--- config.mk ---
export PLATFORM = sky130hd
export DESIGN_NAME = ogr_fifo
export DESIGN_NICKNAME = d
export VERILOG_FILES = /design/src/hw/rtl/ogr_pkg.sv /design/src/hw/rtl/ogr_fifo.sv
export SDC_FILE = /design/constraint.sdc
export NUM_CORES = 1
export LEC_CHECK = 0
export CAP_MARGIN = 20
export CORE_ASPECT_RATIO = 1.75
export CORE_UTILIZATION = 62
export DETAILED_ROUTE_END_ITERATION = 6
export DONT_BUFFER_PORTS = 1
export GPL_ROUTABILITY_DRIVEN = 0
export PLACE_DENSITY = 0.86
export SLEW_MARGIN = 10
export SYNTH_ARGS = -nofsm -noshare
export SYNTH_HDL_FRONTEND = slang
export SYNTH_SLANG_ARGS = --single-unit
--- constraint.sdc ---
create_clock -name clk -period 3.85 [get_ports clk]
set_input_delay 0.77 -clock clk [delete_from_list [all_inputs] [get_ports clk]]
set_output_delay 0.77 -clock clk [all_outputs]
set_load 0.02 [all_outputs]
--- src/hw/rtl/ogr_pkg.sv ---
// Shared types and constants for the occupancy grid ray update block.
// No dependencies; every other file refers to this package by scoped names.
`default_nettype none
package ogr_pkg;

  // Default map store geometry and counter width
  localparam int MAX_WIDTH_DEF  = 256;
  localparam int MAX_HEIGHT_DEF = 256;
  localparam int COUNT_BITS_DEF = 16;

  // Coordinate fields in a command are wide enough for the largest map side
  localparam int COORD_BITS = 12;
  localparam int CFG_BITS   = 9;
  localparam int FIELD_BITS = 16;

  // Register indexes
  localparam logic CFG_MAP_WIDTH  = 1'b0;
  localparam logic CFG_MAP_HEIGHT = 1'b1;

  // Input function codes
  localparam logic [1:0] FN_RAY   = 2'd0;
  localparam logic [1:0] FN_READ  = 2'd1;
  localparam logic [1:0] FN_CLEAR = 2'd2;

  // Result status codes
  localparam logic [2:0] ST_TRACED   = 3'd0;
  localparam logic [2:0] ST_SKIPPED  = 3'd1;
  localparam logic [2:0] ST_READ_OK  = 3'd2;
  localparam logic [2:0] ST_READ_OOB = 3'd3;
  localparam logic [2:0] ST_CLEARED  = 3'd4;

  localparam logic [7:0] OCC_UNKNOWN = 8'd128;

  // Classified work handed from the front to the back
  typedef enum logic [2:0] {
    CMD_RAY   = 3'd0,
    CMD_SKIP  = 3'd1,
    CMD_READ  = 3'd2,
    CMD_RDOOB = 3'd3,
    CMD_CLEAR = 3'd4
  } cmd_kind_t;

  typedef struct packed {
    cmd_kind_t               kind;
    logic [COORD_BITS-1:0]   x0;
    logic [COORD_BITS-1:0]   y0;
    logic [COORD_BITS-1:0]   x1;
    logic [COORD_BITS-1:0]   y1;
    logic                    clamped;
  } cmd_t;

endpackage
`default_nettype wire

--- src/hw/rtl/ogr_fifo.sv ---
// Two-entry command queue between the front and back ends.
// Depends on ogr_pkg for the command type.
`default_nettype none
module ogr_fifo (
  input  wire logic          clk,
  input  wire logic          rst,
  input  wire logic          push,
  input  wire ogr_pkg::cmd_t wr_cmd,
  input  wire logic          pop,
  output      ogr_pkg::cmd_t rd_cmd,
  output      logic          full,
  output      logic          empty
);
  ogr_pkg::cmd_t slots [2];
  logic          head, tail;
  logic [1:0]    count;

  // Store on push
  always_ff @(posedge clk) begin
    if (push) slots[tail] <= wr_cmd;
  end

  // Advance pointers and count
  always_ff @(posedge clk) begin
    if (rst) begin
      head  <= 1'b0;
      tail  <= 1'b0;
      count <= 2'd0;
    end else begin
      if (push) tail <= ~tail;
      if (pop) head <= ~head;
      if (push && !pop) count <= count + 2'd1;
      else if (pop && !push) count <= count - 2'd1;
    end
  end

  assign rd_cmd = slots[head];
  assign full   = count == 2'd2;
  assign empty  = count == 2'd0;
endmodule
`default_nettype wire

==> qor.yml, run 1 <==
drv_cap: 0
drt_first_iter_violations: 95
avgSynthCellArea_um2: 21.5
p_leak_nw: 1.39
synth.area.top_cells: "edfxtp_1 (79%), mux2_2 (15%), dfxtp_1 (2.5%)"
ant_nets: 0
grt_antenna_before_repair: 0
r2r-end: "slots[0][24]"
r2r-start: "tail"
rows: 38
cts_max_level: 3
whs_ns: 0.457
post-route-period-util_pct: 62.5
first_pass_iters: 4
worst_setup_path_start_kind: "flip-flop"
fin_skew_ns: 0.00462
final_nets: 249
ys_types: 16
critPathKind: "reg2out"
synthSimpleGateAreaFrac_pct: 1.17
worstSetupEndpointType: "output port"
synth_area_um2: 3960
grt_first_pass_wirelength_um: 8580
hp-start: "rst"
synthArstFlopShare_pct: 0
yosysMostFrequentCell: "edfxtp_1"
io_pins: 110
clkSinkCount: 109
clk_pin_slew_worst_paths_ns: 0.09
muxShareOfSynthArea_pct: 14.8
synthesis.nets: 241
grt_util_met3_pct: 7.20
synth_ff_type: "edfxtp_1"
syn_inst: 184
synth_xor_area_share_pct: 0.885
route.vias.total: 1579
grt_pass1_vias: 1691
power.density_nw_per_um2: 535
r2r_cells: 2
gr-usage-all-layers_pct: 18.1
slew_viol_final: 0
critPathRequiredTime_ns: 3.08
crit_path_max_fanout: 40
gr-total-overflow: 0
worstSkewPairLatency_ns: 0.36
initial_utilization_pct: 64.0
synth-adder-area-share_pct: 0.316
holdPathStages: 1
cts_setup_buffers: 0
io_buffer_count: 0
cts_buffers: 9
synthToLayoutAreaGrowth_pct: 7.49
viasPerCell: 5.70
status: "completed"
yosysTopAreaCell: "edfxtp_1"
clockBufferDepth: 2
finalPower_mw: 2.27
dieArea_um2: 6720
slew_headroom_pct: 49.4
rsz0062_at_grt: "no"
final_core_util_pct: 68.8
die_h_um: 108
drive_gt1_share_pct: 37.1
rrSetupSlack_ns: 2.08
synth_edf_count: 104
stdcell_count: 277
synth.top_cell.area_share_pct: 78.9
synth_top_family_by_area: "multiplexers"
core_um2: 6180
finalSetupTns_ns: 0
postCtsHoldBufs: 0
use_met1_pct: 16.3
fmax_mhz: 415
cts_root_buffer: "clkbuf_8"
drc: 0
finalHoldViolCount: 0
use_met2_pct: 32.8
ys_top_cells_by_count: "edfxtp_1 (104), mux2_2 (52), buf_4 (5), dfxtp_1 (5), nor2_1 (5)"
cts_tree: "done"
fillCellCount: 394
grt_max_degree: 53
yosysSeqAreaShare_pct: 81.4
finalSetupViolCount: 0
post_cts.resized_instances: 0
arrival_ns: 1.64
fp.dieW_um: 62.4
hold_class: "in2reg"
dp_cells: 259
synth_warnings: 0
n_antenna_cell: 0
hpwl_um: 4030
fin_crit_ns: 2.41
wl_per_cell_um: 21.7
ys_seq_elements: 109
synth_compound_area_share_pct: 0.253
routed_wl_um: 6010
vdd_drop_max_uv: 541
worst_slew_pin_slew_ns: 0.758
grt-busiest-layer: "met2"
[how the worst max path moves through the flow]
stage / to / cells after the start / slack [ns]
6_report: rd_cmd[35] / 2 / 1.44
2_1_floorplan: slots[0][0] / 1 / 0.31
3_5_place_dp: rd_cmd[24] / 1 / 1.45
3_3_place_gp: rd_cmd[27] / 1 / 1.54
5_1_grt: rd_cmd[35] / 2 / 1.36
4_1_cts: rd_cmd[24] / 1 / 1.03
[worst max-delay path: stages, from the launching register on]
cell and delay, ns:
dfxtp_2 0.54, buf_12 0.27, mux2_2 0.43
[flip-flops by register name (all words and copies together) (netlist names), named ones only]
| signal | cells |
|---|---|
| slots | 104 |
| count | 2 |
| head | 1 |
| tail | 1 |
[report_power, final]
| group | internal, mW | total, mW | switching, mW |
|---|---|---|---|
| registers | 1.38 | 1.41 | 0.0261 |
| clock network | 0.294 | 0.626 | 0.332 |
| logic | 0.0810 | 0.242 | 0.161 |
[layer usage]
layer / routed length (um) / part of all wire [%] / vias up
met5: 0 / 0 / -
met4: 114 / 1.9 / 0
met3: 536 / 8.9 / 8
met2: 3490 / 58 / 75
met1: 1870 / 31 / 769
li1: - / - / 727
[layout make-up]
cell class	count	area, um2	share of cell area [%]
clock inverter	6	53.8	1.26
multi-input combinational	68	698	16.4
sequential	109	3220	75.8
tap	80	100	2.35
clock buffer	10	128	3.00
inverter	1	3.75	0.0882
timing repair buffer	3	47.5	1.12
[cells in the final DEF (no fill, tap or decap), drive strengths merged]
master and n:
edfxtp 104, mux2 52, clkbuf 10, nor2 5
clkinv 5, dfxtp 5, buf 3, xnor2 2
xor2 2, and2b 1, and2 1, inv 1
nor2b 1, o21ai 1, or3 1, a21oi 1
ha 1, bufinv 1
[through the flow]
step,worst slack [ns],area (um2)
floorplan,0.310,3960
global placement,1.54,4030
detailed placement,1.45,4030
CTS,1.03,4220
global route,1.36,4260
finish,1.44,4260
[kinds of logic after synthesis]
kind of cell / Yosys count
AOI/OAI and AO/OA: 2
xor gates and xnor gates: 4
adders and majority gates: 1
buffers and inverters: 7
DFF: 109
muxes: 52
and+or+nand+nor: 9
Power figures use the tool's default switching activity.
==> run 2: changes to the inputs <==
--- a/config.mk
+++ b/config.mk
@@ -5,13 +5,14 @@
 export SDC_FILE = /design/constraint.sdc
 export NUM_CORES = 1
 export LEC_CHECK = 0
+export ABC_AREA = 1
 export CAP_MARGIN = 20
 export CORE_ASPECT_RATIO = 1.75
-export CORE_UTILIZATION = 62
+export CORE_UTILIZATION = 56
 export DETAILED_ROUTE_END_ITERATION = 6
 export DONT_BUFFER_PORTS = 1
 export GPL_ROUTABILITY_DRIVEN = 0
-export PLACE_DENSITY = 0.86
+export PLACE_DENSITY = 0.82
 export SLEW_MARGIN = 10
 export SYNTH_ARGS = -nofsm -noshare
 export SYNTH_HDL_FRONTEND = slang
==> constraint.sdc (replaced) <==
create_clock -name clk -period 2 [get_ports clk]
set_input_delay 0.4 -clock clk [delete_from_list [all_inputs] [get_ports clk]]
set_output_delay 0.4 -clock clk [all_outputs]
set_load 0.02 [all_outputs]
==> run 2 against run 1 <==
Effect of this change:
- sequential cell count is the same
- cell count grew 7.6%
- critical endpoint is now rd_cmd[15]
- largest power group unchanged
- count of clock-buffer cells in the layout shrank 1
==> qor.yml, run 2 <==
status: "completed"
cts_buffers: 9  # unchanged
yosysSeqAreaShare_pct: 76.1  # -5.3 points
worst_slew_pin_slew_ns: 0.386  # -0.372 ns
final_area_um2: 4630  # +8.9%
drc: 0  # unchanged
worstSkewPairLatency_ns: 0.34  # -0.02 ns
fp.dieW_um: 67.7  # +8.5%
synthArstFlopShare_pct: 0  # unchanged
hpwl_um: 4380  # +8.7%
finalSetupTns_ns: 0  # unchanged
ys_types: 16  # unchanged
route.vias.total: 1661  # +5.2%
crit_buf_inv: 1  # unchanged
wl_per_cell_um: 21.2  # -2.3%
synthesis.nets: 252  # +4.6%
rsz0062_at_grt: "no"
synth_area_um2: 4230  # +7.0%
synth.area.top_cells: "edfxtp_1 (74%), mux2_4 (18%), buf_12 (2.4%)"
cts_setup_buffers: 0  # unchanged
drive_gt1_share_pct: 36.8  # -0.26 points
core_um2: 7280  # +18%
drt_first_iter_violations: 109  # +15%
crit_chain: "buf_12 > mux2_4"
yosysMostFrequentCell: "edfxtp_1"
drv_cap: 0  # unchanged
ys_top_cells_by_count: "edfxtp_1 (104), mux2_4 (50), inv_1 (9)"
slowest_delay_ns: 0.53  # about the same
fmax_mhz: 530
hold_class: "in2reg"
crit_slowest_cell: "dfxtp_4"
synth_ff_type: "edfxtp_1"
final_common_cell: "edfxtp_1"
gr-usage-all-layers_pct: 17.0  # -1.0 points
grt_max_degree: 29  # -45%
vdd_drop_max_uv: 838  # +55%
final_nets: 264  # +6.0%
n_antenna_cell: 0  # unchanged
critPathKind: "reg2out"
initial_utilization_pct: 58.1  # -5.9 points
power.density_nw_per_um2: 1090  # +100%
cts_root_buffer: "clkbuf_16"
ant_nets: 0  # unchanged
first_pass_iters: 4  # unchanged
cp_top_family: "flip-flops"
p_leak_nw: 1.68  # +21%
fin_skew_ns: 0.00329  # -0.00133 ns
crit_path_max_fanout: 21  # -48%
grt_pass1_vias: 1810  # +7.0%
ys_seq_elements: 109  # unchanged
avgSynthCellArea_um2: 21.7  # +0.92%
worst_setup_path_start_kind: "flip-flop"
die_h_um: 117  # +8.7%
fin_crit_ns: 1.89
synth_edf_count: 104  # unchanged
io_buffer_count: 0  # unchanged
slew_viol_final: 0  # unchanged
postCtsHoldBufs: 0  # unchanged
syn_inst: 195  # +6.0%
grt_first_pass_wirelength_um: 8930  # +4.1%
io_pins: 110  # unchanged
finalSetupViolCount: 0  # unchanged
cts_max_level: 3  # unchanged
finalHoldViolCount: 0  # unchanged
layout_common_cells: "edfxtp_1 (104), mux2_4 (50), clkbuf_16 (9), inv_1 (8), nor2_1 (6)"
viasPerCell: 5.57  # -2.2%
gr-total-overflow: 0  # unchanged
largest_reg_flops: 104  # unchanged
arrival_ns: 1.49  # -0.15 ns
clockBufferDepth: 2  # unchanged
post_cts.resized_instances: 0  # unchanged
grt_antenna_before_repair: 0  # unchanged
rows: 41  # +7.9%
clk_pin_slew_worst_paths_ns: 0.06  # -0.03 ns
synthToLayoutAreaGrowth_pct: 9.46
regMostFlops: "slots"
postPlaceCellArea_um2: 4320  # +7.1%
worstSetupEndpointType: "output port"
clkSinkCount: 109  # unchanged
synth.top_cell.area_share_pct: 73.8  # -5.1 points
routed_wl_um: 6310  # +5.1%
post-route-period-util_pct: 94.3
reg_top3: "slots: 104 flops, count: 2 flops"
critPathRequiredTime_ns: 1.60  # -1.48 ns
dieArea_um2: 7930  # +18%
yosysTopAreaCell: "edfxtp_1"
slew_headroom_pct: 74.3  # +25 points
cts_tree: "done"
synth_warnings: 0  # unchanged
[run 2: changes by cell type in the layout (fill, tap and decap cells not counted), sizes merged, moves of 2 or more]
cell	change
nor2	+2
clkinv	-2
xor2	-2
buf	+4
inv	+8
clkinvlp	+2
nand2	+5
[run 2: area by class of cell]
class                           instances  area (um2)
Clock buffer                            9         225
Clock inverter                          7        90.1
Fill cell                             492        2650
Inverter                                9        33.8
Multi-Input combinational cell         71         873
Sequential cell                       109        3230
Tap cell                               86         108
Timing Repair Buffer                    7        77.6
[run 2: cell families after synthesis]
logic type,share of synthesized area (%)
xor gates and xnor gates,0.207
adders and majority gates,0.295
buffers and inverters,3.43
muxes,18.3
and+or+nand+nor,1.45
DFF,76.1
AOI/OAI and AO/OA,0.236
[run 2: worst paths after layout]
check / slack (ns) / cells past startpoint / startpoint / to
max: 0.11 / 2 / flip-flop / rd_cmd[15]
min: 0.11 / 1 / rst / flip-flop
max reg2reg: 0.80 / 3 / tail / slots[1][6]
min reg2reg: 0.52 / 2 / head / flip-flop
[run 2: worst register-to-register path: cells and delay by family, from the launching register on]
family / cells / cell delay (ns)
flip-flops: 1 / 0.39
buffers and inverters: 2 / 0.39
AND/OR/NAND/NOR: 1 / 0.08
[run 2: per-layer routing]
layer  vias up  wire length, um  part of all wire (%)  global-route usage [%]
li1        771                -                     -                       -
met1       812             2020                    32                    15.1
met2        67             3480                    55                    28.7
met3        11              653                    10                    9.88
met4         0              159                   2.5                    10.1
met5         -                0                     0                       0
[run 2: through the flow]
stage	hold WS (ns)	power (mW)	std cells	utilization (%)	worst slack (ns)
finish	0.115	5.04	298	63.6	0.113
global route	0.104	5.20	298	63.6	0.0436
CTS	0.0978	5.10	298	63.6	0.0775
detailed placement	0.466	3.28	282	59.3	0.460
global placement	0.464	3.26	282	59.3	0.472
floorplan	0.472	3.23	195	-	0.114
[run 2: power by group]
| group | total [mW] | leakage [nW] | switching (mW) | internal (mW) |
|---|---|---|---|---|
| registers | 2.69 | 1.02 | 0.0516 | 2.64 |
| logic | 0.526 | 0.511 | 0.307 | 0.219 |
| clock network | 1.83 | 0.151 | 0.738 | 1.09 |
