[config.mk]
export PLATFORM = sky130hd
export DESIGN_NAME = ogr_front_flat
export DESIGN_NICKNAME = d
export VERILOG_FILES = /design/src/hw/rtl/ogr_pkg.sv /design/src/hw/rtl/ogr_ifs.sv /design/src/hw/rtl/ogr_front.sv /design/src/flat_wrapper.sv
export SDC_FILE = /design/constraint.sdc
export NUM_CORES = 1
export LEC_CHECK = 0
export ABC_AREA = 1
export BUFFER_PORTS_ARGS = -buffer_cell sky130_fd_sc_hd__buf_2
export CAP_MARGIN = 10
export CORE_MARGIN = 2
export CORE_UTILIZATION = 38
export DETAILED_ROUTE_END_ITERATION = 6
export PLACE_DENSITY_LB_ADDON = 0.12
export SETUP_SLACK_MARGIN = 0.15
export SLEW_MARGIN = 20
export SYNTH_ARGS = -nofsm -noshare
export SYNTH_HDL_FRONTEND = slang
export SYNTH_SLANG_ARGS = --single-unit
export TNS_END_PERCENT = 10
[constraint.sdc]
create_clock -name vclk -period 6
set_input_delay 1.5 -clock vclk [all_inputs]
set_output_delay 1.5 -clock vclk [all_outputs]
set_load 0.01 [all_outputs]
[src/hw/rtl/ogr_pkg.sv]
// Shared types and constants for the occupancy grid ray update block.
// No dependencies; every other file refers to this package by scoped names.
`default_nettype none
package ogr_pkg;

  // Default map store geometry and counter width
  localparam int MAX_WIDTH_DEF  = 256;
  localparam int MAX_HEIGHT_DEF = 256;
  localparam int COUNT_BITS_DEF = 16;

  // Coordinate fields in a command are wide enough for the largest map side
  localparam int COORD_BITS = 12;
  localparam int CFG_BITS   = 9;
  localparam int FIELD_BITS = 16;

  // Register indexes
  localparam logic CFG_MAP_WIDTH  = 1'b0;
  localparam logic CFG_MAP_HEIGHT = 1'b1;

  // Input function codes
  localparam logic [1:0] FN_RAY   = 2'd0;
  localparam logic [1:0] FN_READ  = 2'd1;
  localparam logic [1:0] FN_CLEAR = 2'd2;

  // Result status codes
  localparam logic [2:0] ST_TRACED   = 3'd0;
  localparam logic [2:0] ST_SKIPPED  = 3'd1;
  localparam logic [2:0] ST_READ_OK  = 3'd2;
  localparam logic [2:0] ST_READ_OOB = 3'd3;
  localparam logic [2:0] ST_CLEARED  = 3'd4;

  localparam logic [7:0] OCC_UNKNOWN = 8'd128;

  // Classified work handed from the front to the back
  typedef enum logic [2:0] {
    CMD_RAY   = 3'd0,
    CMD_SKIP  = 3'd1,
    CMD_READ  = 3'd2,
    CMD_RDOOB = 3'd3,
    CMD_CLEAR = 3'd4
  } cmd_kind_t;

  typedef struct packed {
    cmd_kind_t               kind;
    logic [COORD_BITS-1:0]   x0;
    logic [COORD_BITS-1:0]   y0;
    logic [COORD_BITS-1:0]   x1;
    logic [COORD_BITS-1:0]   y1;
    logic                    clamped;
  } cmd_t;

endpackage
`default_nettype wire

[src/hw/rtl/ogr_ifs.sv]
// Valid/ready channel interfaces for request and response items.
// Depends on ogr_pkg for the field widths.
`default_nettype none
interface ogr_req_if;
  logic                                 valid;
  logic                                 ready;
  logic [1:0]                           func;
  logic signed [ogr_pkg::FIELD_BITS-1:0] robot_x;
  logic signed [ogr_pkg::FIELD_BITS-1:0] robot_y;
  logic signed [ogr_pkg::FIELD_BITS-1:0] end_x;
  logic signed [ogr_pkg::FIELD_BITS-1:0] end_y;
  logic signed [ogr_pkg::FIELD_BITS-1:0] cell_x;
  logic signed [ogr_pkg::FIELD_BITS-1:0] cell_y;

  modport source (output valid, func, robot_x, robot_y, end_x, end_y, cell_x, cell_y,
                  input ready);
  modport sink (input valid, func, robot_x, robot_y, end_x, end_y, cell_x, cell_y,
                output ready);
endinterface

`default_nettype wire

[src/hw/rtl/ogr_front.sv]
// Front end: accepts request items, clamps and bounds-checks coordinates,
// and pushes one classified command per item. Depends on ogr_pkg, ogr_ifs.
`default_nettype none
module ogr_front #(
  parameter int MAX_WIDTH  = ogr_pkg::MAX_WIDTH_DEF,
  parameter int MAX_HEIGHT = ogr_pkg::MAX_HEIGHT_DEF
) (
  input  wire logic [ogr_pkg::CFG_BITS-1:0] map_width,
  input  wire logic [ogr_pkg::CFG_BITS-1:0] map_height,
  input  wire logic                         enable,
  input  wire logic                         full,
  ogr_req_if.sink                           req,
  output      logic                         push,
  output      ogr_pkg::cmd_t                cmd
);
  localparam int WB = $clog2(MAX_WIDTH + 1);
  localparam int HB = $clog2(MAX_HEIGHT + 1);
  localparam int CB = ogr_pkg::COORD_BITS;

  logic [WB-1:0]      w_used;
  logic [HB-1:0]      h_used;
  logic signed [17:0] w_s, h_s;
  logic signed [17:0] x0, y0, x1, y1, rx, ry, cx, cy;
  logic               end_in, cell_in;

  // Saturate the size registers into the store
  always_comb begin
    if (map_width == '0) w_used = WB'(1);
    else if (32'(map_width) > 32'(MAX_WIDTH)) w_used = WB'(MAX_WIDTH);
    else w_used = WB'(map_width);
    if (map_height == '0) h_used = HB'(1);
    else if (32'(map_height) > 32'(MAX_HEIGHT)) h_used = HB'(MAX_HEIGHT);
    else h_used = HB'(map_height);
  end

  assign w_s = signed'(18'(w_used));
  assign h_s = signed'(18'(h_used));
  assign x0  = 18'(req.robot_x);
  assign y0  = 18'(req.robot_y);
  assign x1  = 18'(req.end_x);
  assign y1  = 18'(req.end_y);
  assign rx  = 18'(req.cell_x);
  assign ry  = 18'(req.cell_y);

  // Clamp the ray start into the map
  always_comb begin
    if (x0 < 18'sd0) cx = 18'sd0;
    else if (x0 > w_s - 18'sd1) cx = w_s - 18'sd1;
    else cx = x0;
    if (y0 < 18'sd0) cy = 18'sd0;
    else if (y0 > h_s - 18'sd1) cy = h_s - 18'sd1;
    else cy = y0;
  end

  assign end_in  = (x1 >= 18'sd0) && (x1 < w_s) && (y1 >= 18'sd0) && (y1 < h_s);
  assign cell_in = (rx >= 18'sd0) && (rx < w_s) && (ry >= 18'sd0) && (ry < h_s);

  // Classify the item
  always_comb begin
    cmd.x0      = cx[CB-1:0];
    cmd.y0      = cy[CB-1:0];
    cmd.x1      = x1[CB-1:0];
    cmd.y1      = y1[CB-1:0];
    cmd.clamped = 1'b0;
    unique case (req.func)
      ogr_pkg::FN_RAY: begin
        cmd.kind    = end_in ? ogr_pkg::CMD_RAY : ogr_pkg::CMD_SKIP;
        cmd.clamped = (cx != x0) || (cy != y0);
      end
      ogr_pkg::FN_READ: begin
        cmd.kind = cell_in ? ogr_pkg::CMD_READ : ogr_pkg::CMD_RDOOB;
        cmd.x1   = rx[CB-1:0];
        cmd.y1   = ry[CB-1:0];
      end
      ogr_pkg::FN_CLEAR: cmd.kind = ogr_pkg::CMD_CLEAR;
      default:           cmd.kind = ogr_pkg::CMD_SKIP;
    endcase
  end

  assign req.ready = enable && !full;
  assign push      = req.valid && req.ready;
endmodule
`default_nettype wire

[src/flat_wrapper.sv]
// flat-port wrapper written by rule: the top's interface ports become plain ports
module ogr_front_flat 
#(
  parameter int MAX_WIDTH  = ogr_pkg::MAX_WIDTH_DEF,
  parameter int MAX_HEIGHT = ogr_pkg::MAX_HEIGHT_DEF
)
  (map_width, map_height, enable, full, push, cmd, req_valid, req_func, req_robot_x, req_robot_y, req_end_x, req_end_y, req_cell_x, req_cell_y, req_ready);
  ogr_req_if req_i ();
  input  wire logic [ogr_pkg::CFG_BITS-1:0] map_width;
  input  wire logic [ogr_pkg::CFG_BITS-1:0] map_height;
  input  wire logic enable;
  input  wire logic full;
  output      logic push;
  output      ogr_pkg::cmd_t cmd;
  input wire logic [$bits(req_i.valid)-1:0] req_valid;
  input wire logic [$bits(req_i.func)-1:0] req_func;
  input wire logic [$bits(req_i.robot_x)-1:0] req_robot_x;
  input wire logic [$bits(req_i.robot_y)-1:0] req_robot_y;
  input wire logic [$bits(req_i.end_x)-1:0] req_end_x;
  input wire logic [$bits(req_i.end_y)-1:0] req_end_y;
  input wire logic [$bits(req_i.cell_x)-1:0] req_cell_x;
  input wire logic [$bits(req_i.cell_y)-1:0] req_cell_y;
  output wire logic [$bits(req_i.ready)-1:0] req_ready;
  assign req_i.valid = req_valid;
  assign req_i.func = req_func;
  assign req_i.robot_x = req_robot_x;
  assign req_i.robot_y = req_robot_y;
  assign req_i.end_x = req_end_x;
  assign req_i.end_y = req_end_y;
  assign req_i.cell_x = req_cell_x;
  assign req_i.cell_y = req_cell_y;
  assign req_ready = req_i.ready;
  ogr_front #(.MAX_WIDTH(MAX_WIDTH), .MAX_HEIGHT(MAX_HEIGHT)) u_core (.map_width(map_width), .map_height(map_height), .enable(enable), .full(full), .req(req_i), .push(push), .cmd(cmd));
endmodule
==> flow_summary.ini, run 1 <==
[status]
outcome = finished, violations left
violations = setup timing

[sta]
rsz0062_at_grt = true
slew_violations = 0
finalCritPeriodShare_pct = 104
finalSetupViolCount = 1
hold_violations = 0
layout_min_cycle_time_ns = 6.23
max_freq_mhz = 161
relSlewSlack_pct = 56.9
tightest_slew_ns = 0.646
timing.final.ws_setup_ns = -0.227

[power]
pwr_density_cell_nw_per_um2 = 97.3
p_leak_uw = 0.00335
total_power_uw = 534
peakVddDrop_v = 0.0000446

[global_route]
antenna_found_initial = 0
track_usage_pct = 24.5
grt_max_degree = 30
grt_first_pass_wirelength_um = 20300
grt_pass1_vias = 4599
gr-total-overflow = 0

[layout]
final_util_pct = 63.8
clock_buffers = 0
drive_gt1_share_pct = 39.7
syn_to_final_growth_pct = 64.6
nFlopsAndLatches = 0
final_nets = 1076
regArea_um2 = 0
num_antenna_cells = 0
stdcell_count = 997

[yosys]
avgSynthCellArea_um2 = 5.47
synth_top_area_share_pct = 24.8
synth_xor_area_share_pct = 2.36
synth_area_leaders = ha_1 25%, nand2_1 24%, inv_1 9.1%, nand4_1 6.0%, nor2_1 5.6%
synthMuxAreaShare_pct = 0
syn_area_um2 = 3330
synthMostInstantiatedCell = nand2_1
synth_commonest_cells = 210 x nand2_1, 81 x inv_1, 66 x ha_1, 50 x nor2_1, 37 x nand3_1
yosysUniqueCellTypes = 38
synth_fa_ha_area_share_pct = 24.8
synth_compound_area_share_pct = 10.9
synth_top_family_by_area = simple AND/OR/NAND/NOR gates
yosys.area_share.simple_pct = 50.1
ys.warnings.count = 0
yosysSeqAreaShare_pct = 0
synthCells = 609
yosys.area.top_type = ha_1

[worst_setup_path]
crit_path_max_fanout = 5
worstSetupPathType = in -> out
cp-end-kind = primary output
worst_path_largest_cell_delay_ns = 0.28
path_delay_family = simple AND/OR/NAND/NOR gates
start_kind = input pin
slowest_stage = ha_1
cpMostUsedCell = nand2_1
path_buf_inv = 3
cp_data_arrival_time_ns = 4.73
required_ns = 4.50

[drt]
finalWirelength_um = 12500
wl_per_cell_um = 12.6
drcViolationCount = 0
dr.pass1.iters = 5
vias = 4926
viasPerCell = 4.94
antenna_left = 0
drt_iter0_markers = 153

[die]
die_h_um = 97.7
io_pins = 173
row_count = 34
core_um2 = 8590
start_util_pct = 38.8
dieWidth_um = 97.7
die_area_um2 = 9540

[placement]
gp_congestion = 0.915
post-place-cells = 979
portBuffers = 173
dp_hpwl_um = 10400

[flow_run]
maxCapViolCount = 0

[clock_tree]
hold_buffers = 0

[min_path]
hp-class = in -> out
## cell families after synthesis
group / after synthesis
adders and majority gates: 66
and+or+nand+nor: 369
other: 1
buffers and inverters: 98
AOI/OAI and AO/OA: 66
xor gates and xnor gates: 9
## per-layer routing
metal / GRT usage (%) / up-vias / share of wire (%)
met2: 45.8 / 154 / 51
met1: 32.2 / 2195 / 43
li1: - / 2563 / -
met5: 0 / - / 0
met4: 2.67 / 0 / 1.4
met3: 0.576 / 14 / 5.2
## timing repair
item / CTS / global route
gates resized for setup: 4 / 80
pin swaps: 3 / 50
cloned: 0 / 1
buffers inserted: 8 / 9
endpoints found under the setup margin: 6 / 24
## power breakdown
| group | internal [uW] | total, uW | switching (uW) |
|---|---|---|---|
| Sequential | 0 | 0 | 0 |
| Combinational | 250 | 534 | 284 |
| Clock | 0 | 0 | 0 |
| Total | 250 | 534 | 284 |
## area by class of cell
class	count	area, um2
Fill cell	831	3110
Inverter	87	334
Multi-Input combinational cell	525	3270
Tap cell	108	135
Timing Repair Buffer	277	1750
## stage by stage
step                      hold WS [ns]  setup WS [ns]  setup TNS [ns]  cell area [um2]
after floorplan                   3.05          0.230               0             3380
after CTS                         3.25         -0.221          -0.221             5070
final                             3.25         -0.227          -0.227             5490
after global placement            3.24         -0.308          -0.311             4990
after global routing              3.27         -0.507          -0.652             5490
after detailed placement          3.25         -0.301          -0.307             4990
## path summary, 6_finish.rpt
path | from | end | slack [ns] | cells past startpoint
setup / recovery | map_width[1] | cmd[0] | -0.23 | 25
hold / removal | full | req_ready | 3.25 | 3
## cell usage in the layout (no fill, tap or decap), types with 6 or more instances in the layout
master	n
inv_1	78
nand3_1	31
nand2_4	6
o21ai_0	24
a21oi_1	28
buf_6	15
nor2_1	41
buf_4	98
nor2_2	7
nor3_1	6
nand2_2	21
nand2_1	193
buf_2	162
nand4_1	32
conb_1	14
nand3_2	9
ha_1	63
Note: power is estimated with default switching activity, not from simulation.
==> inputs of run 2 (changes only) <==
--- a/config.mk
+++ b/config.mk
@@ -7,3 +7,3 @@
 export LEC_CHECK = 0
-export ABC_AREA = 1
+export ABC_AREA = 0
 export BUFFER_PORTS_ARGS = -buffer_cell sky130_fd_sc_hd__buf_2
==> constraint.sdc (replaced) <==
create_clock -name vclk -period 6
set_input_delay 1.8 -clock vclk [all_inputs]
set_output_delay 1.8 -clock vclk [all_outputs]
set_load 0.01 [all_outputs]
==> run 2 against run 1 <==
Effect of this change:
- the run still ends with setup timing left
- sequential share of layout area unchanged
- critical endpoint unchanged
- synthesized cell count shrank 33%
- maximum frequency fell by 4.1%
- utilization up 2.7 points
- non-clock buffer count down 23
- critical path type unchanged
==> flow_summary.ini, run 2 <==
[worst_setup_path]
required_ns = 4.20
cp_data_arrival_time_ns = 4.69
worstSetupPathType = in -> out
crit_path_max_fanout = 3
start_kind = input pin
cp-end-kind = primary output

[yosys]
synthCells = 409
yosys.area.top_type = ha_1
ys.warnings.count = 0
synth_area_leaders = ha_1 28%, mux2_2 9.4%, nand2_1 5.4%, a21oi_1 5.0%, nor2_1 4.3%
yosysUniqueCellTypes = 57
yosysSeqAreaShare_pct = 0
synth_commonest_cells = 66 x ha_1, 43 x nand2_1, 34 x nor2_1, 30 x a21oi_1, 25 x mux2_2
synthMostInstantiatedCell = ha_1
syn_area_um2 = 2990
synth_top_area_share_pct = 27.6
avgSynthCellArea_um2 = 7.30

[flow_run]
maxCapViolCount = 0

[status]
violations = setup timing
outcome = finished, violations left

[layout]
final_common_cell = buf_2
syn_to_final_growth_pct = 71.3
final_util_pct = 66.6
final_nets = 845
drive_gt1_share_pct = 53.8
clock_buffers = 0
num_antenna_cells = 0
nFlopsAndLatches = 0
final_cell_mix = 166 x buf_2, 74 x buf_4, 60 x ha_1
regArea_um2 = 0

[power]
peakVddDrop_v = 0.0000630
pwr_density_cell_nw_per_um2 = 89.2
total_power_uw = 456
p_leak_uw = 0.00245

[drt]
dr.pass1.iters = 4
finalWirelength_um = 11100
viasPerCell = 5.46
wl_per_cell_um = 14.6
vias = 4147
drcViolationCount = 0
drt_iter0_markers = 111
antenna_left = 0

[sta]
slew_violations = 0
holdWs_ns = 3.84
layout_min_cycle_time_ns = 6.49
timing.final.ws_setup_ns = -0.490
rsz0062_at_grt = true
max_freq_mhz = 154
finalSetupViolCount = 25
hold_violations = 0
finalCritPeriodShare_pct = 108

[die]
dieWidth_um = 92.7
core_um2 = 7690
row_count = 32
io_pins = 173
die_h_um = 92.7
die_area_um2 = 8580
start_util_pct = 38.9

[global_route]
track_usage_pct = 24.7
antenna_found_initial = 0
grt_first_pass_wirelength_um = 18100
grt_pass1_vias = 3921
gr-total-overflow = 0
grt_max_degree = 26

[min_path]
hp-class = in -> out

[placement]
dp_hpwl_um = 9550
portBuffers = 173
gp_congestion = 0.950
-- run 2: cell types whose count changed in the layout (fill, tap and decap cells not counted), sizes merged, moves of 21 or more --
cell	previous run	this run
inv	84	15
buf	277	254
nand4	33	12
nand2	220	43
nand3	45	1
mux2	0	25
-- run 2: power by group --
group / internal, uW / switching (uW) / total, uW
logic: 230 / 227 / 456
clock network: 0 / 0 / 0
registers: 0 / 0 / 0
-- run 2: worst max-delay path: stages --
cell and delay [ns]:
buf_2 0.12, buf_4 0.13, or4_4 0.42, buf_4 0.16, or2_4 0.24, a32oi_2 0.20, ha_1 0.28, nand2_1 0.07
nor2_1 0.04, a211oi_2 0.15, nor3_1 0.07, o31a_2 0.38, o31a_1 0.15, o31a_1 0.32, buf_2 0.14
-- run 2: path summary, 6_finish.rpt --
path	start	depth (start not counted)	end	slack [ns]
min	full	3	req_ready	3.84
max	map_width[4]	15	cmd[0]	-0.49
-- run 2: stage by stage --
stage	setup TNS [ns]	cells	area (um2)	setup slack, ns
6_report	-10.44	760	5120	-0.490
5_1_grt	-14.74	760	5120	-0.671
4_1_cts	-10.20	758	5010	-0.443
3_5_place_dp	-12.21	751	4770	-0.610
3_3_place_gp	-11.04	751	4770	-0.559
2_1_floorplan	-9.17	422	3390	-0.604
-- run 2: layout make-up --
class	instances	area [um2]
Inverter	16	65.1
Timing Repair Buffer	254	1560
Fill cell	676	2570
Multi-Input combinational cell	388	3370
Tap cell	102	128
-- run 2: repair_timing --
action	4_1_cts	5_1_grt
setup buffers	6	2
setup endpoints to repair	26	26
pin swaps	32	13
cloned	1	0
gates resized for setup	40	15
hold buffers	0	0
-- run 2: logic make-up after synthesis --
logic type,share of synthesized area [%]
multiplexers,11.8
AND/OR/NAND/NOR,26.9
buffers and inverters,5.36
XOR/XNOR,0.587
AO/OA/AOI/OAI,27.6
adder cells (fa/ha/maj),27.6
other,0.126
-- run 2: routing by layer --
| layer | up-vias | track usage [%] | wire length [um] |
|---|---|---|---|
| met4 | 0 | 1.96 | 63 |
| met2 | 127 | 45.4 | 5410 |
| li1 | 2087 | - | - |
| met5 | - | 0 | 0 |
| met1 | 1922 | 33.3 | 5030 |
| met3 | 11 | 1.06 | 595 |
==> inputs of run 3 (changes only) <==
==> constraint.sdc (replaced) <==
create_clock -name vclk -period 6
set_input_delay 1.8 -clock vclk [all_inputs]
set_output_delay 1.8 -clock vclk [all_outputs]
set_load 0.05 [all_outputs]
==> run 3 against run 2 <==
Effect of this change:
- the flow still finishes with violations (setup timing)
- cell area is 7.0% higher
- global-route usage grew 1.1 points
- hold slack improved by 0.066 ns
- critical path depth is 2 higher
- total power increased by 32%
==> flow_summary.ini, run 3 (synthesis gave the netlist of run 2 again) <==
[status]
outcome = finished, violations left
violations = setup timing

[drt]
drt_iter0_markers = 116
viasPerCell = 5.52
finalWirelength_um = 11900
antenna_left = 0
vias = 4242
wl_per_cell_um = 15.4
dr.pass1.iters = 5
drcViolationCount = 0

[sta]
hold_violations = 0
tightest_slew_ns = 0.569
timing.final.ws_setup_ns = -0.610
rsz0062_at_grt = true
relSlewSlack_pct = 61.1
finalCritPeriodShare_pct = 110
slew_violations = 0
finalSetupViolCount = 25
layout_min_cycle_time_ns = 6.61
max_freq_mhz = 151

[global_route]
top_usage_layer = met2
track_usage_pct = 25.8
antenna_found_initial = 0
grtUsageMet3_pct = 1.55
grt_first_pass_wirelength_um = 18800
met2_usage_pct = 48.5
grt_max_degree = 26
grt_pass1_vias = 4096
met1_usage_pct = 33.1
gr-total-overflow = 0

[flow_run]
maxCapViolCount = 0

[power]
total_power_uw = 603
peakVddDrop_v = 0.0000705
pwr_density_cell_nw_per_um2 = 110
p_leak_uw = 0.00255

[die]
die_h_um = 92.7
core_um2 = 7690
io_pins = 173
dieWidth_um = 92.7
die_area_um2 = 8580
row_count = 32
start_util_pct = 38.9

[layout]
syn_to_final_growth_pct = 83.2
drive_gt1_share_pct = 57.0
final_nets = 854
regArea_um2 = 0
clock_buffers = 0
stdcell_count = 769
num_antenna_cells = 0
nFlopsAndLatches = 0
final_common_cell = buf_2
final_cell_mix = 139 x buf_2, 81 x buf_4, 59 x ha_1

[worst_setup_path]
crit_path_max_fanout = 6
cp-end-kind = primary output
required_ns = 4.20
start_kind = input pin
cp_data_arrival_time_ns = 4.81
worstSetupPathType = in -> out

[placement]
portBuffers = 173
gp_congestion = 0.910
post-place-cells = 755
dp_hpwl_um = 9510
place_ws_ns = -0.755

[min_path]
hp-class = in -> out
==> run 3: cell count changes in the layout (fill, tap and decap cells not counted), sizes merged <==
cell / delta
buf: +8
o31a: +1
==> run 3: final timing paths <==
path / start / to / slack (ns) / depth (start not counted)
setup / recovery: map_height[5] / cmd[27] / -0.61 / 17
hold / removal: full / req_ready / 3.91 / 3
==> run 3: repair_timing <==
item | 4_1_cts | 5_1_grt
resized for setup | 110 | 34
hold buffers | 0 | 0
buffers inserted | 8 | 4
setup endpoints to repair | 26 | 26
pin swaps | 41 | 34
cloned | 2 | 0
==> run 3: cell type report <==
type,count,area (um2)
inverters,16,65.1
fillers,626,2210
repair buffers,262,1810
well taps,102,128
multi-input cells,389,3470
==> run 3: per-layer routing <==
metal,up-vias,part of all wire [%],wire length (um)
met2,147,51,6080
met4,0,0.81,96
met5,-,0,0
li1,2104,-,-
met3,12,6.0,714
met1,1979,42,4950
==> run 3: metrics by stage <==
stage          hold WS [ns]  area (um2)  TNS (ns)  utilization [%]
6_report               3.91        5470    -13.12             71.2
5_1_grt                3.93        5470    -16.31             71.2
4_1_cts                3.91        5300    -12.11             68.9
3_5_place_dp           3.91        4800    -16.61             62.4
3_3_place_gp           3.91        4800    -15.76             62.4
2_1_floorplan          3.77        3400    -15.15                -
==> run 3: worst max-delay path, cell delays in order <==
cell and delay [ns]:
buf_8 0.10, nor4_4 0.33, a21oi_2 0.11, or2_4 0.25
ha_4 0.18, nand4bb_1 0.11, a21oi_2 0.07, or2_4 0.25
ha_4 0.27, nand2_4 0.05, nor4_4 0.31, a21boi_2 0.12
o22ai_4 0.19, buf_6 0.16, mux2i_1 0.20, and2_4 0.17
buf_8 0.14
==> run 3: report_power, final <==
group	internal, uW	switching [uW]	leakage (uW)
sequential	0	0	0
combinational	265	338	0.00255
clock	0	0	0
